===== config.mk =====
export PLATFORM = sky130hd
export DESIGN_NAME = link_quality_ping_window_core
export DESIGN_NICKNAME = d
export VERILOG_FILES = /design/src/rtl/core/lqpw_pkg.sv /design/src/rtl/core/link_quality_ping_window_core.sv
export SDC_FILE = /design/constraint.sdc
export NUM_CORES = 1
export LEC_CHECK = 0
export BUFFER_PORTS_ARGS = -buffer_cell sky130_fd_sc_hd__buf_2
export CORE_MARGIN = 8
export CORE_UTILIZATION = 65
export CTS_BUF_LIST = sky130_fd_sc_hd__clkbuf_4
export DETAILED_ROUTE_END_ITERATION = 10
export PLACE_DENSITY = 0.84
export SETUP_SLACK_MARGIN = 0.15
export SYNTH_ARGS = -nofsm -noshare
export SYNTH_HDL_FRONTEND = slang
export SYNTH_SLANG_ARGS = --single-unit
export TNS_END_PERCENT = 30

===== constraint.sdc =====
create_clock -name aclk -period 5.6 [get_ports aclk]
set_input_delay 0 -clock aclk [delete_from_list [all_inputs] [get_ports aclk]]
set_output_delay 0 -clock aclk [all_outputs]
set_load 0.005 [all_outputs]

===== src/rtl/core/lqpw_pkg.sv =====
`timescale 1ns / 1ps
`default_nettype none
// ----------------------------------------------------------------------------
// lqpw_pkg
// Types and constants of the sliding-window link quality estimator.
// ----------------------------------------------------------------------------
package lqpw_pkg;

    localparam int TIME_W        = 32;
    localparam int BI_W          = 8;
    localparam int LQ_W          = 5;
    localparam int DIV_W         = TIME_W + 1;
    localparam int STEP_W        = $clog2(DIV_W);
    localparam int TDATA_IN_W    = 32;
    localparam int TDATA_OUT_W   = 8;
    localparam int SLOTS_DEFAULT = 16;

    localparam logic [BI_W-1:0] BI_RESET = 8'd5;

    typedef enum logic [2:0] {
        ST_IDLE,
        ST_SUB,
        ST_ADD,
        ST_DIV,
        ST_ROT,
        ST_WALK,
        ST_DONE
    } state_t;

endpackage
`default_nettype wire


===== src/rtl/core/link_quality_ping_window_core.sv =====
`timescale 1ns / 1ps
`default_nettype none
// ----------------------------------------------------------------------------
// link_quality_ping_window_core
// Ping-window link quality estimator for one neighbor.
// ----------------------------------------------------------------------------
// Usage:
//   Slave stream: one beat per event. tuser[0] is the mode (0 = a beacon was
//   received, then query; 1 = query only), tdata[31:0] the current time in
//   seconds. Master stream: one beat per input beat, tdata[4:0] holds the
//   number of hit slots in the window, upper bits zero.
//   cfg_wr_en/cfg_wr_data write the beacon interval (0 acts as 1); write it
//   only while no beat is in flight.
//   The 33-step restoring divider rounds elapsed time to whole intervals;
//   on a ping that advances the window, the ring is then rotated by the
//   number of elapsed intervals modulo WINDOW_SLOTS, and a walk visits one
//   slot per cycle over the rotating ring. One beat is taken at a time: a
//   new input beat is accepted only once the last result is loaded.
//   The ring is held rotated so that bit 0 is the window start slot.
//   Reset clears the ring, the ping history and the output valid flag; the
//   interval returns to 5. A stalled master keeps the result in its output
//   register while the next input beat is already taken and processed.
// ----------------------------------------------------------------------------
module link_quality_ping_window_core #(
    parameter int WINDOW_SLOTS = lqpw_pkg::SLOTS_DEFAULT
) (
    input  wire logic                                aclk,
    input  wire logic                                aresetn,
    input  wire logic                                cfg_wr_en,
    input  wire logic [lqpw_pkg::BI_W-1:0]           cfg_wr_data,   // beacon_interval
    input  wire logic                                s_axis_tvalid,
    output logic                                     s_axis_tready,
    input  wire logic [lqpw_pkg::TDATA_IN_W-1:0]     s_axis_tdata,  // [31:0] now_seconds
    input  wire logic [0:0]                          s_axis_tuser,  // [0] mode
    output logic                                     m_axis_tvalid,
    input  wire logic                                m_axis_tready,
    output logic [lqpw_pkg::TDATA_OUT_W-1:0]         m_axis_tdata   // [4:0] link_quality
);

    localparam int QW      = $clog2(WINDOW_SLOTS);
    localparam int SW      = $clog2(WINDOW_SLOTS + 2);
    localparam int CW      = $clog2(WINDOW_SLOTS + 1);
    localparam int KW      = $clog2(WINDOW_SLOTS);
    localparam int EXT_W   = (CW > lqpw_pkg::LQ_W) ? CW : lqpw_pkg::LQ_W;
    localparam int OUT_PAD = lqpw_pkg::TDATA_OUT_W - lqpw_pkg::LQ_W;
    localparam int TW      = lqpw_pkg::TIME_W;
    localparam int DW      = lqpw_pkg::DIV_W;
    localparam int BW      = lqpw_pkg::BI_W;

    lqpw_pkg::state_t state_reg, state_next;

    logic                      mode_reg, mode_next;
    logic [TW-1:0]             now_reg, now_next;
    logic [BW-1:0]             bi_reg, bi_next;
    logic [TW-1:0]             last_reg, last_next;
    logic                      seen_reg, seen_next;
    logic [WINDOW_SLOTS-1:0]   ring_reg, ring_next;
    logic [DW-1:0]             div_reg, div_next;
    logic [BW-1:0]             rem_reg, rem_next;
    logic [lqpw_pkg::STEP_W-1:0] step_reg, step_next;
    logic [QW-1:0]             qmod_reg, qmod_next;
    logic [SW-1:0]             qsat_reg, qsat_next;
    logic [KW-1:0]             k_reg, k_next;
    logic [CW-1:0]             cnt_reg, cnt_next;
    logic                      done_reg, done_next;
    logic                      out_valid_reg, out_valid_next;
    logic [lqpw_pkg::LQ_W-1:0] out_lq_reg, out_lq_next;

    // Divider and walk helpers
    logic [BW-1:0]   bi_eff;
    logic [BW:0]     div_part;
    logic [BW:0]     div_diff;
    logic            div_ge;
    logic [QW:0]     qm_t;
    logic [SW:0]     qs_t;
    logic [TW-1:0]   last_eff;
    logic [DW-1:0]   elapsed;
    logic            op_backfill;
    logic            op_advance;
    logic            do_rotate;
    logic            slot_in;
    logic            slot_out;
    logic [SW:0]     dist_from_end;
    logic [EXT_W-1:0] cnt_ext;
    logic            can_load;

    assign bi_eff   = (bi_reg == '0) ? BW'(1) : bi_reg;
    assign div_part = {rem_reg, div_reg[DW-1]};
    assign div_diff = div_part - {1'b0, bi_eff};
    assign div_ge   = (div_part >= {1'b0, bi_eff});
    assign qm_t     = {qmod_reg, div_ge};
    assign qs_t     = {qsat_reg, div_ge};

    // The first ping counts from its own time
    assign last_eff = (!mode_reg && !seen_reg) ? now_reg : last_reg;
    assign elapsed  = {1'b0, now_reg} - {1'b0, last_eff};

    assign op_backfill = !mode_reg && (qsat_reg == '0);
    assign op_advance  = !mode_reg && (qsat_reg != '0);
    assign do_rotate   = op_advance && (qmod_reg != '0);

    // Walk visits slot WINDOW_SLOTS-1-k, i.e. from the newest slot back
    assign slot_in       = ring_reg[WINDOW_SLOTS-1];
    assign dist_from_end = (SW+1)'(WINDOW_SLOTS) - (SW+1)'(k_reg);

    always_comb begin
        slot_out = slot_in;
        if (op_backfill) begin
            if (!done_reg && !slot_in) begin
                slot_out = 1'b1;
            end
        end else if (op_advance) begin
            if ((SW+1)'(k_reg) < (SW+1)'(qsat_reg)) begin
                slot_out = (k_reg == '0);
            end
        end else begin
            // Query drops the oldest interval-1 slots, counted from the start
            if (dist_from_end < (SW+1)'(qsat_reg)) begin
                slot_out = 1'b0;
            end
        end
    end

    assign cnt_ext  = EXT_W'(cnt_reg);
    assign can_load = !out_valid_reg || m_axis_tready;

    // Next state
    always_comb begin
        state_next = state_reg;
        unique case (state_reg)
            lqpw_pkg::ST_IDLE: begin
                if (s_axis_tvalid) begin
                    state_next = lqpw_pkg::ST_SUB;
                end
            end
            lqpw_pkg::ST_SUB: begin
                state_next = lqpw_pkg::ST_ADD;
            end
            lqpw_pkg::ST_ADD: begin
                state_next = lqpw_pkg::ST_DIV;
            end
            lqpw_pkg::ST_DIV: begin
                if (step_reg == lqpw_pkg::STEP_W'(DW - 1)) begin
                    state_next = lqpw_pkg::ST_ROT;
                end
            end
            lqpw_pkg::ST_ROT: begin
                if (!do_rotate) begin
                    state_next = lqpw_pkg::ST_WALK;
                end
            end
            lqpw_pkg::ST_WALK: begin
                if (k_reg == KW'(WINDOW_SLOTS - 1)) begin
                    state_next = lqpw_pkg::ST_DONE;
                end
            end
            lqpw_pkg::ST_DONE: begin
                if (can_load) begin
                    state_next = lqpw_pkg::ST_IDLE;
                end
            end
            default: begin
                state_next = lqpw_pkg::ST_IDLE;
            end
        endcase
    end

    // Datapath and outputs
    always_comb begin
        mode_next      = mode_reg;
        now_next       = now_reg;
        bi_next        = cfg_wr_en ? cfg_wr_data : bi_reg;
        last_next      = last_reg;
        seen_next      = seen_reg;
        ring_next      = ring_reg;
        div_next       = div_reg;
        rem_next       = rem_reg;
        step_next      = step_reg;
        qmod_next      = qmod_reg;
        qsat_next      = qsat_reg;
        k_next         = k_reg;
        cnt_next       = cnt_reg;
        done_next      = done_reg;
        out_lq_next    = out_lq_reg;
        out_valid_next = out_valid_reg;
        if (m_axis_tready) begin
            out_valid_next = 1'b0;
        end

        unique case (state_reg)
            lqpw_pkg::ST_IDLE: begin
                if (s_axis_tvalid) begin
                    mode_next = s_axis_tuser[0];
                    now_next  = s_axis_tdata[TW-1:0];
                end
            end
            lqpw_pkg::ST_SUB: begin
                div_next = elapsed;
                if (!mode_reg) begin
                    last_next = now_reg;
                    seen_next = 1'b1;
                end
            end
            lqpw_pkg::ST_ADD: begin
                // Negative elapsed time counts as zero intervals
                div_next  = div_reg[DW-1] ? '0
                          : ({1'b0, div_reg[TW-1:0]} + DW'(bi_eff >> 1));
                rem_next  = '0;
                step_next = '0;
                qmod_next = '0;
                qsat_next = '0;
            end
            lqpw_pkg::ST_DIV: begin
                rem_next  = div_ge ? div_diff[BW-1:0] : div_part[BW-1:0];
                div_next  = {div_reg[DW-2:0], 1'b0};
                step_next = step_reg + lqpw_pkg::STEP_W'(1);
                // Keep the quotient modulo the ring and saturated past it
                qmod_next = (qm_t >= (QW+1)'(WINDOW_SLOTS))
                          ? QW'(qm_t - (QW+1)'(WINDOW_SLOTS)) : qm_t[QW-1:0];
                qsat_next = (qs_t >= (SW+1)'(WINDOW_SLOTS + 1))
                          ? SW'(WINDOW_SLOTS + 1) : qs_t[SW-1:0];
            end
            lqpw_pkg::ST_ROT: begin
                // Advance the window start one slot per cycle
                if (do_rotate) begin
                    ring_next = {ring_reg[0], ring_reg[WINDOW_SLOTS-1:1]};
                    qmod_next = qmod_reg - QW'(1);
                end
                k_next    = '0;
                cnt_next  = '0;
                done_next = 1'b0;
            end
            lqpw_pkg::ST_WALK: begin
                ring_next = {ring_reg[WINDOW_SLOTS-2:0], slot_out};
                k_next    = k_reg + KW'(1);
                cnt_next  = cnt_reg + CW'(slot_out);
                if (op_backfill && !slot_in) begin
                    done_next = 1'b1;
                end
            end
            lqpw_pkg::ST_DONE: begin
                if (can_load) begin
                    out_lq_next    = cnt_ext[lqpw_pkg::LQ_W-1:0];
                    out_valid_next = 1'b1;
                end
            end
            default: begin
            end
        endcase
    end

    always_ff @(posedge aclk) begin
        if (!aresetn) begin
            state_reg     <= lqpw_pkg::ST_IDLE;
            bi_reg        <= lqpw_pkg::BI_RESET;
            last_reg      <= '0;
            seen_reg      <= 1'b0;
            ring_reg      <= '0;
            out_valid_reg <= 1'b0;
        end else begin
            state_reg     <= state_next;
            bi_reg        <= bi_next;
            last_reg      <= last_next;
            seen_reg      <= seen_next;
            ring_reg      <= ring_next;
            out_valid_reg <= out_valid_next;
        end
    end

    always_ff @(posedge aclk) begin
        mode_reg   <= mode_next;
        now_reg    <= now_next;
        div_reg    <= div_next;
        rem_reg    <= rem_next;
        step_reg   <= step_next;
        qmod_reg   <= qmod_next;
        qsat_reg   <= qsat_next;
        k_reg      <= k_next;
        cnt_reg    <= cnt_next;
        done_reg   <= done_next;
        out_lq_reg <= out_lq_next;
    end

    assign s_axis_tready = (state_reg == lqpw_pkg::ST_IDLE);
    assign m_axis_tvalid = out_valid_reg;
    assign m_axis_tdata  = {{OUT_PAD{1'b0}}, out_lq_reg};

endmodule
`default_nettype wire


# Yosys cells after proc, flatten, opt, wreduce, memory -nomap -nowiden
# Cells that the tools add are included.
dict set report totals {
  out_inout_bits 10
  word_cells 108
  reg_bits 165
  romBits 0
  mem_bits_rw 0
  mem_count 0
  latchBits 0
}
dict set report classes {
  div 0
  addsub 9
  mux 32
  bitwise_logic 1
  reduce_logical 29
  n_mul 0
  n_eq_ne 15
  shifts 0
  order_cmp 5
}
# op n
set op_table {}
lappend op_table {{33-bit one-hot mux with 3 select lines} 1}
lappend op_table {{32-bit by 7-bit adder with 33-bit output} 1}
lappend op_table {{33-bit 2-to-1 mux} 1}
lappend op_table {{32-bit by 32-bit subtractor with 33-bit output} 1}
lappend op_table {{32-bit 2-to-1 mux} 1}
lappend op_table {{16-bit one-hot mux with 2 select lines} 1}
lappend op_table {{3-bit one-hot mux with 7 select lines} 1}
lappend op_table {{5-bit one-hot mux with 2 select lines} 2}
lappend op_table {{16-bit 2-to-1 mux} 1}
lappend op_table {{8-bit 2-to-1 mux} 2}
lappend op_table {{8-bit one-hot mux with 2 select lines} 1}
lappend op_table {{3-bit 2-to-1 mux} 5}
lappend op_table {{2-bit inequality test, second input constant} 7}
lappend op_table {{4-bit one-hot mux with 3 select lines} 1}
lappend op_table {{6-bit one-hot mux with 2 select lines} 1}
lappend op_table {{2-bit AND reduction} 6}
lappend op_table {{3-bit equality test, second input constant} 3}
lappend op_table {{9-bit by 8-bit >= comparator with 1-bit output} 1}
lappend op_table {{1-bit 2-to-1 mux} 9}
lappend op_table {{8-bit logical NOT} 1}
lappend op_table {{4-bit 2-to-1 mux} 2}
lappend op_table {{4-bit one-hot mux with 2 select lines} 1}
lappend op_table {{4-bit by 1-bit subtractor with 4-bit output, second input constant} 2}
lappend op_table {{8-bit subtractor} 1}
lappend op_table {{other kinds (26)} 38}

# Depth between registers and ports, before layout
dict set report depth {
  depth_word 7
  depth_mapped 15
}

# Worst setup path before layout
# OpenSTA, ideal clock, no wires.
dict set report synth_path {
  path_type {flip-flop to flip-flop}
  from {register mode_reg}
  to {register div_reg[30] (data pin)}
  slack_ns 1.983
  stages_incl_launch_ff 14
  required_ns 5.296
  path_buffers 2
  arrival_ns 3.314
  cell_sequence {edfxtp_1 > clkbuf_1 > nor2_1 > clkbuf_1 > mux2i_1 > ha_1 > o211ai_1 > a21oi_1 > o41a_1 > a211oi_2 > a211oi_1 > nor3_1 > xor2_1 > o221ai_1}
}
dict set report synth_between {
  elab_chain_cells 5
}
# element line_no
set synth_lines {}
lappend synth_lines {{start, declared} link_quality_ping_window_core.sv:52} ;# logic mode_reg, mode_next;
lappend synth_lines {{start signal, assigned} link_quality_ping_window_core.sv:271} ;# mode_reg <= mode_next;
lappend synth_lines {{1-bit logical NOT} n/a}
lappend synth_lines {{1-bit logical AND} link_quality_ping_window_core.sv:95} ;# assign last_eff = (!mode_reg && !seen_reg) ? now_reg : last_reg;
lappend synth_lines {{32-bit 2-to-1 mux} link_quality_ping_window_core.sv:95}
lappend synth_lines {{32-bit by 32-bit subtractor with 33-bit output} link_quality_ping_window_core.sv:96} ;# assign elapsed = {1'b0, now_reg} - {1'b0, last_eff};
lappend synth_lines {{33-bit one-hot mux with 3 select lines} link_quality_ping_window_core.sv:190} ;# unique case (state_reg)
lappend synth_lines {{named net div_next[30]} link_quality_ping_window_core.sv:58} ;# logic [DW-1:0] div_reg, div_next;
lappend synth_lines {{end signal, assigned} link_quality_ping_window_core.sv:273} ;# div_reg <= div_next;
lappend synth_lines {{end, declared} link_quality_ping_window_core.sv:58}
# The timed path passes the listed nets, and every way through them passes these cells.
# A chain may end at the register's enable or synchronous reset.

# Final worst setup path
dict set report layout_path {
  from {register mode_reg}
  to {register div_reg[32] (data pin)}
}
# Same word-level chain as after synthesis.

==> results.json <==
{
  "fill_cells": 1064,
  "p_per_area_mw_per_mm2": 506,
  "muxShareOfSynthArea": 0.0651,
  "synth_most_common_cell": "nand2_1",
  "yosys_warnings": 0,
  "peakVddDrop_v": 0.000272,
  "cp_cell_sequence": "nor2_4 -> mux2_2 -> ha_1 -> fa_1 -> nand2b_1 -> a21oi_1 -> o41a_1 -> a211oi_2 -> a21oi_2 -> a41o_1 -> a31oi_1 -> a221o_1",
  "grt_pass1_wl_mm": 36.7,
  "fin_setup_tns_ns": 0,
  "synth-simple-area-share": 0.151,
  "synth_cells": 1033,
  "synth-seq-cells": 165,
  "fp.dieArea_mm2": 0.0200,
  "grt_max_degree": 62,
  "synth-compound-area-share": 0.183,
  "hpwl_mm": 14.5,
  "postLayoutCoreUtil": 0.747,
  "die_x_um": 141,
  "async_flop_share": 0,
  "ys_seq_area_frac": 0.426,
  "reg2reg_from": "mode_reg",
  "crit_path_end_kind": "flop",
  "arrival_ns": 4.22,
  "cts_buffer_depth": 2,
  "ys_top_cells_by_count": "nand2_1 (132), edfxtp_1 (104), mux2i_1 (63)",
  "htreeDepth": 4,
  "avgSynthCellArea_um2": 9.88,
  "grt_usage": 0.224,
  "p_leak_nw": 4.61,
  "drc_errors": 0,
  "placementRows": 45,
  "cts_tree": "done",
  "drive_gt1_frac": 0.115,
  "holdCritPathClass": "in -> reg",
  "synth_xor_area_frac": 0.0541,
  "synth_area_mm2": 0.0102,
  "slew_viol_final": 0,
  "max_freq_ghz": 0.259,
  "port_buffers": 52,
  "synth_cell_types": 80,
  "start_kind": "flop",
  "wl_per_cell_um": 16.3,
  "slowest_stage": "edfxtp_1",
  "viasPerCell": 5.96,
  "numClockSinks": 165,
  "required_ns": 5.95,
  "critPathKind": "reg -> reg",
  "layout_setup_ws_ns": 1.74,
  "final_area_mm2": 0.0114,
  "insertion_delay_ns": 0.58,
  "period_needed_ns": 3.86,
  "core_mm2": 0.0153,
  "relSlewSlack": 0.312,
  "synth-edff-count": 104,
  "synth_top_cell_area_share": 0.306,
  "syn2layout_area_growth_pct": 11.8,
  "synth-adder-area-share": 0.0807,
  "gp_congestion": 0.936,
  "synth_top_family_by_area": "compound AO/OA/AOI/OAI gates",
  "wl_mm": 21.8,
  "cp-startpoint": "mode_reg",
  "cts_made_buffers": 17,
  "largest_reg_flops": 33,
  "whs_ns": 0.109,
  "drtIter0Drc": 559,
  "post-route-period-util": 0.690,
  "maxCapViolations": 0,
  "io_pins": 56,
  "hp-start": "aresetn",
  "ctsResizeCount": 0,
  "timing.final.hold_violations": 0,
  "status": "complete, no violations",
  "setup_violations": 0,
  "dp_cells": 1254,
  "final_nets": 1223,
  "r2r_cells": 12,
  "cpPeakStageDelay_ns": 0.57,
  "clkSlewWorstSetupHoldPaths_ns": 0.14,
  "clock_skew_ns": 0.0235,
  "dp_slack_ns": 1.78,
  "die_y_um": 141,
  "ant_nets": 0,
  "synth_top_area_cell": "edfxtp_1",
  "firstDrtPassIters": 6,
  "cts_root_buf": "clkbuf_4",
  "fin_cells": 1338,
  "whs_path_depth": 2,
  "placed_area_mm2": 0.0106,
  "start_util": 0.669,
  "grt_pass1_vias": 7729,
  "tightest_slew_ns": 1.03,
  "grt_remaining_overflow": 0,
  "ys.flop_type": "edfxtp_1",
  "antenna_found_initial": 1,
  "synthTopCellsByArea": "edfxtp_1 (31%), dfxtp_1 (12%), ha_1 (7.5%), mux2i_1 (6.2%), nand2_1 (4.9%)",
  "rsz0062_at_grt": "false",
  "path_max_fanout": 8,
  "total_power_mw": 5.76,
  "vias": 7977
}
layout make-up:
cell class / instances / area [um2] / area share
flip-flops and latches: 165 / 4340 / 0.381
clock buffers: 22 / 165 / 0.0145
multi-input cells: 772 / 5480 / 0.480
repair buffers: 115 / 861 / 0.0755
diodes: 1 / 2.50 / 0.000219
inverters: 42 / 158 / 0.0138
clock inverters: 10 / 131 / 0.0115
well taps: 211 / 264 / 0.0232
power breakdown:
part | switching, mW | leakage, nW | internal [mW] | total, mW
clock network | 0.413 | 0.169 | 0.334 | 0.747
logic | 1.67 | 2.97 | 1.23 | 2.90
registers | 0.304 | 1.48 | 1.81 | 2.12
total | 2.39 | 4.61 | 3.38 | 5.76
layout by cell type (no fill, tap or decap), types with 18 or more instances in the layout:
master and n:
nand2_1 132, a21oi_1 52, ha_1 61, edfxtp_1 104, a21o_1 18, nand3_1 29
xnor2_1 39, o21ai_0 37, dlygate4sd3_1 51, nor2_1 57, mux2i_1 63, buf_2 52
inv_1 42, clkbuf_4 22, dfxtp_1 61, xor2_1 24, a21boi_0 36
cells by family after synthesis:
family | count (synthesis)
DFF | 165
muxes | 66
other | 1
buffers and inverters | 98
adders and majority gates | 64
xor gates and xnor gates | 63
AOI/OAI and AO/OA | 258
and+or+nand+nor | 318
final timing paths:
check / slack (ns) / endpoint
setup / recovery: 1.74 / div_reg[32]
hold reg to reg: 0.47 / last_reg[23]
setup reg to reg: 1.74 / div_reg[32]
hold / removal: 0.11 / bi_reg[0]
repair_timing:
| item | CTS | global route |
|---|---|---|
| hold endpoints to repair | 42 | 0 |
| hold buffers | 51 | 0 |
| buffers inserted | 0 | 0 |
per-layer routing:
metal / share of wire / track usage / wire (um) / vias up
met5: 0 / 0 / 0 / -
met1: 0.44 / 0.274 / 9560 / 3790
met4: 0.021 / 0.0888 / 461 / 0
li1: - / - / - / 3935
met2: 0.49 / 0.384 / 10700 / 215
met3: 0.049 / 0.0413 / 1060 / 37
critical path, delay by kind of cell, from the launching register on:
family | cells | cell delay [ns]
multiplexers | 1 | 0.38
AND/OR/NAND/NOR | 2 | 0.52
AO/OA/AOI/OAI | 7 | 1.55
flip-flops | 1 | 0.57
adder cells (fa/ha/maj) | 2 | 0.61
Note: power is estimated with default switching activity, not from simulation.
